==> config.mk <==
export PLATFORM = sky130hd
export DESIGN_NAME = seven_segment_hex_decimal_scanner_top
export DESIGN_NICKNAME = d
export VERILOG_FILES = /design/src/rtl/sshd_pkg.sv /design/src/rtl/sshd_front.sv /design/src/rtl/sshd_back.sv /design/src/rtl/seven_segment_hex_decimal_scanner_top.sv
export SDC_FILE = /design/constraint.sdc
export NUM_CORES = 1
export LEC_CHECK = 0
export BUFFER_PORTS_ARGS = -buffer_cell sky130_fd_sc_hd__buf_4
export CAP_MARGIN = 0
export CORE_AREA = 2 2 144 146
export DETAILED_ROUTE_END_ITERATION = 10
export DIE_AREA = 0 0 146 148
export PLACE_DENSITY = 0.89
export SLEW_MARGIN = 5
export SYNTH_ARGS = -nofsm -noshare
export SYNTH_HDL_FRONTEND = slang
export SYNTH_HIERARCHICAL = 1
export SYNTH_SLANG_ARGS = --single-unit
==> constraint.sdc <==
create_clock -name aclk -period 22.4 [get_ports aclk]
set_input_delay 1.12 -clock aclk [delete_from_list [all_inputs] [get_ports aclk]]
set_output_delay 1.12 -clock aclk [all_outputs]
set_load 0.05 [all_outputs]
==> src/rtl/sshd_pkg.sv <==
// Shared types, constants and lookup tables for the seven-segment scanner.
// Used by sshd_front, sshd_back and the top level; depends on nothing else.
package sshd_pkg;

    localparam int VALUE_W        = 16;
    localparam int SEG_W          = 7;
    localparam int INDEX_W        = 2;
    localparam int DEFAULT_DIGITS = 4;

    // Decimal values are at most 9999 when shown, so 14 bits carry them.
    localparam int DEC_W     = 14;
    localparam int RECIP_W   = 25;
    localparam int RECIP_SH  = 24;
    localparam int PROD_W    = DEC_W + RECIP_W;
    localparam int NIBBLE_W  = 4;
    localparam int HEX_PLACES = VALUE_W / NIBBLE_W;

    localparam logic [VALUE_W-1:0] DEC_LIMIT    = 16'd9999;
    localparam logic [SEG_W-1:0]   DASH_PATTERN = 7'h40;

    // Reciprocal of ten for the final remainder step, scaled by 2^16.
    localparam logic [12:0] RECIP_TEN    = 13'd6554;
    localparam int          RECIP_TEN_SH = 16;

    // Per-beat state handed from the quotient stage to the decode stage.
    typedef struct packed {
        logic [DEC_W-1:0]    quotient;
        logic [NIBBLE_W-1:0] nibble;
        logic                decimal;
        logic                overflow;
        logic                beyond;
        logic [INDEX_W-1:0]  index;
    } stage_t;

    // Scaled reciprocal of ten to the power of the digit place.
    function automatic logic [RECIP_W-1:0] recip_for_place(input logic [1:0] place);
        logic [RECIP_W-1:0] r;
        case (place)
            2'd0:    r = 25'd16777216;
            2'd1:    r = 25'd1677722;
            2'd2:    r = 25'd167773;
            default: r = 25'd16778;
        endcase
        return r;
    endfunction

    // Segment pattern for a hexadecimal digit, bit 0 is segment a.
    function automatic logic [SEG_W-1:0] seg_for_digit(input logic [NIBBLE_W-1:0] d);
        logic [SEG_W-1:0] s;
        unique case (d)
            4'h0:    s = 7'h3F;
            4'h1:    s = 7'h06;
            4'h2:    s = 7'h5B;
            4'h3:    s = 7'h4F;
            4'h4:    s = 7'h66;
            4'h5:    s = 7'h6D;
            4'h6:    s = 7'h7D;
            4'h7:    s = 7'h07;
            4'h8:    s = 7'h7F;
            4'h9:    s = 7'h6F;
            4'hA:    s = 7'h77;
            4'hB:    s = 7'h7C;
            4'hC:    s = 7'h39;
            4'hD:    s = 7'h5E;
            4'hE:    s = 7'h79;
            default: s = 7'h71;
        endcase
        return s;
    endfunction

endpackage

==> src/rtl/sshd_front.sv <==
// Front stage: scan position counter, value latch and place quotient.
// Depends on sshd_pkg.
module sshd_front #(
    parameter int NUM_DIGITS = sshd_pkg::DEFAULT_DIGITS
) (
    input  logic                          aclk,
    input  logic                          aresetn,
    input  logic                          advance,
    input  logic                          s_valid,
    input  logic [sshd_pkg::VALUE_W-1:0]  s_value_in,
    input  logic                          s_decimal_mode,
    output logic                          stage_valid,
    output sshd_pkg::stage_t              stage_data
);
    import sshd_pkg::*;

    localparam int POS_W = (NUM_DIGITS > 1) ? $clog2(NUM_DIGITS) : 1;
    localparam logic [POS_W-1:0] LAST_POS = POS_W'(NUM_DIGITS - 1);

    logic [POS_W-1:0]   pos_reg, pos_next;
    logic [VALUE_W-1:0] latched_reg, latched_next;
    logic               valid_reg;
    stage_t             stage_reg, stage_next;

    logic [POS_W-1:0]   place;
    logic [7:0]         place_ext;
    logic [PROD_W-1:0]  product;
    logic               accept;

    assign accept = advance && s_valid;

    always_comb begin
        latched_next = (pos_reg == '0) ? s_value_in : latched_reg;
        pos_next     = (pos_reg == LAST_POS) ? '0 : pos_reg + 1'b1;
        place        = LAST_POS - pos_reg;
        place_ext    = 8'(place);
        product      = PROD_W'(latched_next[DEC_W-1:0]) *
                       PROD_W'(recip_for_place(place_ext[1:0]));

        stage_next.quotient = product[RECIP_SH +: DEC_W];
        stage_next.nibble   = latched_next[{place_ext[1:0], 2'b00} +: NIBBLE_W];
        stage_next.decimal  = s_decimal_mode;
        stage_next.overflow = s_decimal_mode && (latched_next > DEC_LIMIT);
        stage_next.beyond   = (place_ext >= 8'(HEX_PLACES));
        stage_next.index    = INDEX_W'(pos_reg);
    end

    always_ff @(posedge aclk) begin
        if (!aresetn) begin
            pos_reg     <= '0;
            latched_reg <= '0;
            valid_reg   <= 1'b0;
        end else begin
            if (advance) begin
                valid_reg <= s_valid;
            end
            if (accept) begin
                pos_reg     <= pos_next;
                latched_reg <= latched_next;
            end
        end
    end

    always_ff @(posedge aclk) begin
        if (accept) begin
            stage_reg <= stage_next;
        end
    end

    assign stage_valid = valid_reg;
    assign stage_data  = stage_reg;

endmodule

==> src/rtl/sshd_back.sv <==
// Back stage: decimal remainder, digit select, segment lookup, result register.
// Depends on sshd_pkg.
module sshd_back (
    input  logic                          aclk,
    input  logic                          aresetn,
    input  logic                          advance,
    input  logic                          stage_valid,
    input  sshd_pkg::stage_t              stage_data,
    output logic                          m_valid,
    output logic [sshd_pkg::SEG_W-1:0]    m_segments,
    output logic [sshd_pkg::INDEX_W-1:0]  m_digit_index,
    output logic                          m_overflow
);
    import sshd_pkg::*;

    logic                valid_reg;
    logic [SEG_W-1:0]    segments_reg, segments_next;
    logic [INDEX_W-1:0]  index_reg;
    logic                overflow_reg;

    logic [26:0]         tenth_prod;
    logic [DEC_W-1:0]    tenth;
    logic [DEC_W-1:0]    bcd_full;
    logic [NIBBLE_W-1:0] digit;

    always_comb begin
        tenth_prod = 27'(stage_data.quotient) * 27'(RECIP_TEN);
        tenth      = DEC_W'(tenth_prod >> RECIP_TEN_SH);
        bcd_full   = stage_data.quotient - ((tenth << 3) + (tenth << 1));
        if (stage_data.beyond) begin
            digit = '0;
        end else if (stage_data.decimal) begin
            digit = bcd_full[NIBBLE_W-1:0];
        end else begin
            digit = stage_data.nibble;
        end
        segments_next = stage_data.overflow ? DASH_PATTERN : seg_for_digit(digit);
    end

    always_ff @(posedge aclk) begin
        if (!aresetn) begin
            valid_reg <= 1'b0;
        end else if (advance) begin
            valid_reg <= stage_valid;
        end
    end

    always_ff @(posedge aclk) begin
        if (advance && stage_valid) begin
            segments_reg <= segments_next;
            index_reg    <= stage_data.index;
            overflow_reg <= stage_data.overflow;
        end
    end

    assign m_valid       = valid_reg;
    assign m_segments    = segments_reg;
    assign m_digit_index = index_reg;
    assign m_overflow    = overflow_reg;

endmodule

==> src/rtl/seven_segment_hex_decimal_scanner_top.sv <==
// Multiplexed seven-segment scanner, hexadecimal or decimal, one digit per beat.
// An accepted input beat is held in the front stage register, then in the result register.
// Throughput: one beat per cycle unless m_ready stalls; the two pipeline registers advance together.
// Reset (aresetn low, synchronous): scan position and latched value clear to zero,
// both pipeline stages empty. Depends on sshd_pkg, sshd_front and sshd_back.
module seven_segment_hex_decimal_scanner_top #(
    parameter int NUM_DIGITS = sshd_pkg::DEFAULT_DIGITS
) (
    input  logic                          aclk,
    input  logic                          aresetn,
    input  logic                          s_valid,
    output logic                          s_ready,
    input  logic [sshd_pkg::VALUE_W-1:0]  s_value_in,
    input  logic                          s_decimal_mode,
    output logic                          m_valid,
    input  logic                          m_ready,
    output logic [sshd_pkg::SEG_W-1:0]    m_segments,
    output logic [sshd_pkg::INDEX_W-1:0]  m_digit_index,
    output logic                          m_overflow
);
    import sshd_pkg::*;

    // The whole pipeline moves whenever the result register is empty or its
    // beat is being taken. A new input beat is therefore accepted in the same
    // cycle as a waiting result leaves, so the block runs at full rate.
    logic   advance;
    logic   stage_valid;
    stage_t stage_data;

    assign advance = !m_valid || m_ready;
    assign s_ready = advance;

    // The front stage owns the scan position and the latched value. It works
    // out the quotient of the value by the power of ten for the digit place
    // with a reciprocal multiply, and picks the hexadecimal nibble.
    sshd_front #(
        .NUM_DIGITS (NUM_DIGITS)
    ) u_front (
        .aclk           (aclk),
        .aresetn        (aresetn),
        .advance        (advance),
        .s_valid        (s_valid),
        .s_value_in     (s_value_in),
        .s_decimal_mode (s_decimal_mode),
        .stage_valid    (stage_valid),
        .stage_data     (stage_data)
    );

    // The back stage reduces the quotient modulo ten, selects the digit,
    // substitutes the dash on decimal overflow and holds the result beat.
    sshd_back u_back (
        .aclk          (aclk),
        .aresetn       (aresetn),
        .advance       (advance),
        .stage_valid   (stage_valid),
        .stage_data    (stage_data),
        .m_valid       (m_valid),
        .m_segments    (m_segments),
        .m_digit_index (m_digit_index),
        .m_overflow    (m_overflow)
    );

endmodule

======== Word level (Yosys, flattened, before mapping) ========
Memory sizes are Yosys's and may differ from the RTL's. A register that Yosys moved wholly into a read port is not among the register bits.
Cells that the tools add are included.
storage, ports and cells
  register bits after elaboration ......... 45
  memory bits (read-only) ................. 112
  input bits .............................. 21
  logic and storage cells ................. 34
  memories ................................ 1
operators by class
  add/subtract/negate cells ............... 4
  multipliers ............................. 2
  order comparisons ....................... 1
  equality and inequality tests ........... 3
  shift-type cells ........................ 1
  muxes and demuxes ....................... 4
  reduce and logical (&&, ||, !) cells .... 7
memory list
  name             depth  bits a word  rd ports  clocked after memory_dff  write ports  RTL line        RTL
  (no name shown)  16     7            1         1                         0            sshd_pkg.sv:50  unique case (d)
operator list
  cell                                                                               number
  25-bit one-hot mux with 3 select lines                                             1
  14-bit by 25-bit multiplier with 38-bit output                                     1
  14-bit by 12-bit multiplier with 18-bit output, second input constant              1
  16-bit by 14-bit greater-than comparator with 1-bit output, second input constant  1
  16-bit two-way mux                                                                 1
  16-bit by 5-bit indexed part select with 4-bit output                              1
  4-bit adder                                                                        1
  2-bit == test, second input constant                                               2
  2-bit zero test                                                                    2
  4-bit two-way mux                                                                  1
  4-bit subtractor                                                                   1
  1-bit logical AND                                                                  3
  2-bit by 1-bit adder with 2-bit output, second input constant                      1
  2-bit by 1-bit == test with 1-bit output, second input constant                    1
  2-bit two-way mux                                                                  1
  2-bit subtractor, first input constant                                             1
  1-bit zero test                                                                    1
  1-bit logical OR                                                                   1

======== Longest topological paths before layout ========
Gate-level depths: netlist (run 1).
  word-level depth ........................ 4
  mapped depth ............................ 28
  depth with buffers taken out ............ 27

======== Modules after synthesis ========
The synthesis (run 1) kept the hierarchy.
by module, submodules not included
  module                                 times used  cells an instance  area each (um2)  sequential area each (um2)
  sshd_front                             1           983                9843.2           1041.0
  sshd_back                              1           325                3030.4           320.3
  seven_segment_hex_decimal_scanner_top  1           1                  6.3              0.0

======== Worst setup path before layout (run 1) ========
OpenSTA, ideal clock, no wires.
  kind .................................... reg-to-reg
  start ................................... register u_front.pos_reg[1]
  end ..................................... register u_front.stage_reg, in the netlist u_front/stage_data[22] (data pin)
  setup time .............................. 0.150 ns
  arrival ................................. 6.998 ns
  slack ................................... 15.252 ns
  cell stages (with the launch flop) ...... 25
  buffers on the path ..................... 2
  clock period less this slack ............ 7.148 ns
  cells stage by stage .................... dfxtp_1 -> inv_1 -> ha_1 -> buf_4 -> buf_1 -> mux2_2 -> and2_1 -> nand2b_1 -> fa_1 -> inv_1 -> fa_1 -> inv_1 -> fa_1 -> fa_1 -> fa_1 -> fa_1 -> ha_1 -> a21oi_1 -> o21a_1 -> o211ai_1 -> a311o_1 -> o21ai_4 -> o211ai_2 -> a2111o_1 -> o211ai_2
between the ends
  longest elaborated chain between the ends .. 4
RTL lines
  item                                              RTL line          RTL
  start: declaration                                sshd_front.sv:20  logic [POS_W-1:0] pos_reg, pos_next;
  start signal: assignment                          sshd_front.sv:58  pos_reg <= pos_next;
  2-bit subtractor                                  sshd_front.sv:35  place = LAST_POS - pos_reg;
  2-bit == test, or another cell as far along       sshd_pkg.sv:38    case (place)
  25-bit one-hot mux with 3 select lines            sshd_pkg.sv:38
  14-bit by 25-bit multiplier with 38-bit output *  sshd_front.sv:37  product = PROD_W'(latched_next[DEC_W-1:0]) *
  named net u_front.product[37]                     sshd_front.sv:27  logic [PROD_W-1:0] product;
  end signal: assignment                            sshd_front.sv:66  stage_reg <= stage_next;
  end: declaration                                  sshd_front.sv:23  stage_t stage_reg, stage_next;
Mark *: on every way through the listed nets, which the timed path passes. The rest lies on a longest branch.
A chain may end at the register's enable or synchronous reset.

======== Worst setup path in the final report (run 1) ========
  start ................................... register u_front.pos_reg[1]
  end ..................................... register u_front.stage_reg, in the netlist u_front/stage_data[19] (data pin)
The elaborated chain is that of the path after synthesis.

==> metrics.cfg, run 1 <==
[grt]
met1_usage_pct=41.83
grt_use_met2_pct=48.02
overflow=0
use_met3_pct=10.06
grt_usage_pct=30.49
grt_pass1_vias=9776
grt_max_degree=53
grt_pass1_wl_um=50780
antenna_found_initial=0
grt-busiest-layer=met2

[clocking]
cts-root-buf=clkbuf_16
htree_levels=2
cts_tree=built
cts_inserted_buffers=5
clockBufferDepth=2
cts-resized-gates=0
clock_latency_ns=0.30
cts_sinks=52
hold_buffers=0
clk_pin_slew_ns=0.07
postCtsSetupBuffers=0

[worst_setup_path]
r2r_setup_slack_ns=14.69
critPathMaxFanout=29
crit_type=reg2reg
cp-startpoint=u_front/pos_reg[1]
cp_data_required_time_ns=22.46
worstPathArrival_ns=7.76
timing.rr.end=u_front/stage_data[19]
crit_top_cell=inv_1
max_stage_delay_ns=0.56
reg2reg_from=u_front/pos_reg[1]
crit_slowest_cell=fa_1
end_kind=flip-flop
ff2ff_path_depth=26
critPathLaunchType=flip-flop
crit_end=u_front/stage_data[19]

[timing]
period_share_pct=34.41
tightest_slew_ns=0.8631
hold_slack_ns=0.4498
tns_ns=0
maxSlewViolCount=0
setup_violations=0
fmax_mhz=129.7
slew_headroom_pct=40.81
skew_ns=0.007839
rsz0062_at_grt=false
hold_violations=0
fin_crit_ns=7.708

[run_status]
outcome=complete, no violations

[routing]
drc=0
first_pass_iters=5
via_count=8935
viasPerCell=5.574
ant_nets=0
wl_per_cell_um=19.28
drt_iter0_markers=640
routed_wl_um=30910

[yosys]
yosysWarnings=6
synth_flop_cell=edfxtp_1
ys_seq_area_share_pct=10.57
postSynth.asyncResetShare_pct=0
synth_cells=1309
synth_area_um2=12880
avgSynthCellArea_um2=9.839
synth-edff-count=32
synth_nets=1781
synth-seq-cells=52
ys_types=64

[final_layout]
final_common_cell=inv_1
drive_gt1_share_pct=6.302
largest_reg_flops=22
fill_cells=1528
layout_common_cells=377 x inv_1, 228 x ha_1, 223 x fa_1
antennaDiodeCount=0
nNetsFinal=1804
area_growth_pct=5.236

[placement]
dp_hpwl_um=27090
gp_congestion=0.9630
port_buffers=32

[die]
core_um2=20040
start_util_pct=64.27
num_rows=52
die_w_um=146
io_pins=33
die_area_um2=21610
die_y_um=148

[flow_run]
cap_violations=0

[worst_hold_path]
hp-class=reg2reg

[layout make-up]
type | count | area, µm² | area share, %
inverters | 377 | 1415 | 10.44
well taps | 270 | 337.8 | 2.492
clock buffers | 5 | 125.1 | 0.9231
flip-flops and latches | 52 | 1361 | 10.04
multi-input cells | 861 | 10020 | 73.96
clock inverters | 3 | 27.53 | 0.2031
repair buffers | 35 | 262.8 | 1.939
[cell usage after synthesis (3+ instances only)]
cell	instances	share of area [%]
xnor2_1	28	1.9
clkbuf_1	15	0.44
a2111oi_0	3	0.20
nand2_1	75	2.2
or2_2	10	0.49
o21ai_0	16	0.62
o211a_1	13	1.0
nand2b_1	17	0.83
a21o_1	13	0.76
mux2i_1	15	1.2
nand4_1	8	0.39
fa_1	223	35
dfxtp_1	20	3.1
xor2_1	5	0.34
edfxtp_1	32	7.5
and3_1	3	0.15
or3_1	4	0.19
nand3_1	5	0.19
nor3b_1	3	0.17
a21oi_1	24	0.93
nor3_1	11	0.43
o21ai_1	3	0.12
a31oi_1	5	0.24
mux4_2	4	0.70
o211ai_1	3	0.17
nor2_1	39	1.1
inv_1	377	11
a221oi_1	4	0.27
ha_1	228	22
mux2_2	16	1.4
nor2b_1	7	0.34
and2_1	39	1.9
a21boi_0	3	0.17
[cell families after synthesis]
family	after synthesis	share of synthesized area, %
and+or+nand+nor	227	8.791
xor gates and xnor gates	34	2.370
adders and majority gates	451	56.81
muxes	36	3.371
buffers and inverters	396	11.60
DFF	52	10.57
other	1	0.02912
AOI/OAI and AO/OA	112	6.460
[layer usage]
metal / wire (µm) / share of wire, %
met1: 12830 / 42
met2: 14180 / 46
met3: 3328 / 11
met4: 569 / 1.8
met5: 0 / 0
[critical path: cells and delay by family (launching register included)]
kind | cells | cell delay, ns
multiplexers | 1 | 0.49
buffers and inverters | 7 | 0.99
AND/OR/NAND/NOR | 4 | 0.92
flip-flops | 1 | 0.43
adder cells (fa/ha/maj) | 8 | 3.45
XOR/XNOR | 1 | 0.14
AO/OA/AOI/OAI | 5 | 1.03
[stage by stage]
| stage | utilization (%) | setup WS (ns) | instance area (µm²) | instances |
|---|---|---|---|---|
| after CTS | 67.64 | 14.74 | 13550 | 1603 |
| final | 67.64 | 14.69 | 13550 | 1603 |
| after global routing | 67.64 | 14.32 | 13550 | 1603 |
| after floorplan | - | 15.25 | 12880 | 1309 |
| after detailed placement | 66.88 | 14.78 | 13400 | 1595 |
| after global placement | 66.88 | 14.95 | 13400 | 1595 |
[how the worst min path moves through the flow]
stage	end	depth (start not counted)	slack [ns]	from
finish	u_back/m_digit_index[0]	0	0.45	u_front/stage_data[0]
global route	u_back/m_digit_index[0]	0	0.45	u_front/stage_data[0]
CTS	u_back/m_digit_index[0]	0	0.45	u_front/stage_data[0]
detailed placement	u_back/m_digit_index[0]	0	0.44	u_front/stage_data[0]
global placement	u_back/m_digit_index[0]	0	0.44	u_front/stage_data[0]
floorplan	u_back/m_digit_index[0]	0	0.40	u_front/stage_data[0]
Power of run 1 is left out: the tool's default activity adds up to more than one toggle a clock period on the data nets, which glitch-free logic cannot reach.
==> run 2: changes to the inputs <==
- ABC_AREA: unset -> 1
- CORE_AREA: 2 2 144 146 -> 2 2 149 151
- DIE_AREA: 0 0 146 148 -> 0 0 151 153
- PLACE_DENSITY: 0.89 -> 0.88
- clock period: 22.4 -> 7.4 ns (I/O delays scaled with it)
==> run 2 against run 1 <==
  * Synthesized area up 6.9%
  * Sequential share of layout area down 0.72 points
  * Die area rose by 6.9%
  * Final cell count up 24%
  * Maximum frequency is 8.9% higher
  * First-iteration DRC count is 29% higher
  * Worst setup slack got worse by 14 ns
  * Worst hold slack lost 0.19 ns
  * Critical endpoint is now u_front/stage_data[15]
==> metrics.cfg, run 2 <==
[run_status]
outcome=complete, no violations  ; unchanged

[worst_setup_path]
crit_family=adder cells  ; unchanged
end_kind=flip-flop  ; unchanged
cp_data_required_time_ns=7.45  ; was 22.46 ns
crit_type=reg2reg  ; unchanged
timing.rr.end=u_front/stage_data[15]  ; was u_front/stage_data[19]
ff2ff_path_depth=22  ; was 26
crit_top_cell=fa_1  ; was inv_1
crit_slowest_cell=mux2i_2  ; was fa_1
reg2reg_from=u_front/pos_reg[1]  ; unchanged
critPathLaunchType=flip-flop  ; unchanged
max_stage_delay_ns=0.69  ; was 0.56 ns
cp_num_buf_inv=4  ; was 7
worstPathArrival_ns=7.13  ; was 7.76 ns
critPathMaxFanout=18  ; was 29
r2r_setup_slack_ns=0.32  ; was 14.69 ns
path_cells=inv_1, ha_2, mux2i_2, nor2_1, buf_4, fa_1, fa_1, inv_1, fa_1, fa_1, inv_1, fa_1, fa_1, ha_1, a21oi_1, o21ai_0, a21oi_1, o211ai_1, a21oi_1, nand2_1, nand2_1, nand2_1

[yosys]
yosys-top-cells-count=469 x inv_1, 231 x nand2_1, 228 x ha_1  ; was 377 x inv_1, 228 x ha_1, 223 x fa_1
synth_top_area_cell=fa_1  ; unchanged
synth_nets=2133  ; was 1781
synth-seq-cells=52  ; unchanged
ys_types=47  ; was 64
yosysMostFrequentCell=inv_1  ; unchanged
avgSynthCellArea_um2=8.291  ; was 9.839 µm²
synth_cells=1661  ; was 1309
postSynth.asyncResetShare_pct=0  ; unchanged
synth_top_area_share_pct=32.42  ; was 34.66%
synth_area_um2=13770  ; was 12880 µm²
synth_area_leaders=fa_1 32%, ha_1 21%, inv_1 13%  ; was fa_1 35%, ha_1 22%, inv_1 11%
ys_seq_area_share_pct=9.886  ; was 10.57%
synth_flop_cell=edfxtp_1  ; unchanged
yosysWarnings=6  ; unchanged
synth-edff-count=32  ; unchanged

[clocking]
postCtsSetupBuffers=0  ; unchanged
clock_latency_ns=0.30  ; about the same
hold_buffers=0  ; unchanged
cts-resized-gates=0  ; unchanged
cts_sinks=52  ; unchanged
htree_levels=2  ; unchanged
cts_inserted_buffers=5  ; unchanged
cts-root-buf=clkbuf_16  ; unchanged
clockBufferDepth=2  ; unchanged
clk_pin_slew_ns=0.08  ; was 0.07 ns
cts_tree=built  ; unchanged

[placement]
gp_congestion=1.074  ; was 0.9630
port_buffers=32  ; unchanged
dp_hpwl_um=30650  ; was 27090 µm

[routing]
viasPerCell=5.531  ; was 5.574
drc=0  ; unchanged
ant_nets=0  ; unchanged
via_count=11000  ; was 8935
routed_wl_um=34750  ; was 30910 µm
drt_iter0_markers=828  ; was 640
wl_per_cell_um=17.47  ; was 19.28 µm
first_pass_iters=6  ; was 5

[flow_run]
cap_violations=0  ; unchanged

[final_layout]
fill_cells=1672  ; was 1528
drive_gt1_share_pct=6.963  ; was 6.302%
antennaDiodeCount=0  ; unchanged
layout_common_cells=469 x inv_1, 231 x nand2_1, 227 x ha_1  ; was 377 x inv_1, 228 x ha_1, 223 x fa_1
area_growth_pct=6.079  ; was 5.236%
nNetsFinal=2180  ; was 1804
final_common_cell=inv_1  ; unchanged
largest_reg_flops=22  ; unchanged

[timing]
tns_ns=0  ; unchanged
fin_crit_ns=7.077  ; was 7.708 ns
maxSlewViolCount=0  ; unchanged
period_share_pct=95.64  ; was 34.41%
setup_violations=0  ; unchanged
skew_ns=0.005671  ; was 0.007839 ns
rsz0062_at_grt=false  ; unchanged
hold_violations=0  ; unchanged
tightest_slew_ns=0.7899  ; was 0.8631 ns
slew_headroom_pct=47.28  ; was 40.81%
fmax_mhz=141.3  ; was 129.7 MHz

[grt]
grt_pass1_vias=11530  ; was 9776
overflow=0  ; unchanged
grt_max_degree=32  ; was 53
grt_pass1_wl_um=56750  ; was 50780 µm
grt_usage_pct=31.55  ; was 30.49%
antenna_found_initial=0  ; unchanged

[worst_hold_path]
hold_depth=1  ; was 0
worstHoldStart=s_decimal_mode  ; was u_front/stage_data[0]
hp-class=in2reg  ; was reg2reg
whs_endpoint=u_front/stage_data[4]  ; was u_back/m_digit_index[0]

[die]
die_w_um=151  ; was 146 µm
start_util_pct=64.09  ; was 64.27%
num_rows=54  ; was 52
io_pins=33  ; unchanged
die_y_um=153  ; was 148 µm
core_um2=21490  ; was 20040 µm²
die_area_um2=23100  ; was 21610 µm²

## run 2: how the worst max path moves through the flow
stage                       startpoint                endpoint  slack [ns]  cells after the start
finish              u_front/pos_reg[1]  u_front/stage_data[15]        0.32                     22
global route        u_front/pos_reg[1]  u_front/stage_data[15]        0.05                     28
CTS                 u_front/pos_reg[1]  u_front/stage_data[15]        0.15                     22
detailed placement  u_front/pos_reg[1]  u_front/stage_data[15]        0.18                     22
global placement    u_front/pos_reg[1]  u_front/stage_data[22]        0.35                     24
floorplan           u_front/pos_reg[0]  u_front/stage_data[20]        0.47                     29
## run 2: layout make-up
cell class,count,area [µm²],area share (%)
multi-input cells,1111,10520,71.99
inverters,482,1809,12.39
flip-flops and latches,52,1361,9.319
repair buffers,56,420.4,2.878
well taps,280,350.3,2.398
clock buffers,5,125.1,0.8565
clock inverters,3,25.02,0.1713
## run 2: cell families (layout without fill, tap and decap cells)
logic type | count (synthesis) | count (layout) | share of synthesized area, %
AOI/OAI and AO/OA | 172 | 172 | 7.078
xor gates and xnor gates | 22 | 22 | 1.399
adders and majority gates | 451 | 451 | 53.13
buffers and inverters | 498 | 546 | 13.77
DFF | 52 | 52 | 9.885
muxes | 5 | 5 | 0.4725
other | 1 | 1 | 0.02723
and+or+nand+nor | 460 | 460 | 14.24
## run 2: metrics by stage
step | area, µm² | worst slack (ns) | hold WS (ns) | utilization [%] | cells
6_report | 14610 | 0.3226 | 0.2572 | 67.99 | 1989
5_1_grt | 14610 | 0.04726 | 0.2530 | 67.99 | 1989
3_5_place_dp | 14460 | 0.1770 | 0.4052 | 67.28 | 1981
4_1_cts | 14610 | 0.1530 | 0.2540 | 67.98 | 1989
3_3_place_gp | 14460 | 0.3453 | 0.4011 | 67.28 | 1981
2_1_floorplan | 13770 | 0.4655 | 0.4003 | - | 1661
## run 2: worst register-to-register path, stage by stage (launching register included)
cell and delay, ns:
dfxtp_1 0.32, inv_1 0.18, ha_2 0.51, mux2i_2 0.69, nor2_1 0.26, buf_4 0.21
fa_1 0.48, fa_1 0.56, inv_1 0.06, fa_1 0.50, fa_1 0.50, inv_1 0.06
fa_1 0.39, fa_1 0.40, ha_1 0.37, a21oi_1 0.27, o21ai_0 0.14, a21oi_1 0.28
o211ai_1 0.17, a21oi_1 0.21, nand2_1 0.10, nand2_1 0.09, nand2_1 0.07
## run 2: layer usage
| metal | global-route usage (%) | up-vias | share of wire, % |
|---|---|---|---|
| met2 | 53.44 | 531 | 49 |
| met5 | 0.6522 | - | 0 |
| met3 | 4.925 | 106 | 8.6 |
| met4 | 10.28 | 0 | 3.6 |
| li1 | - | 5120 | - |
| met1 | 41.38 | 5245 | 39 |
Power of run 2 is left out for the same reason.
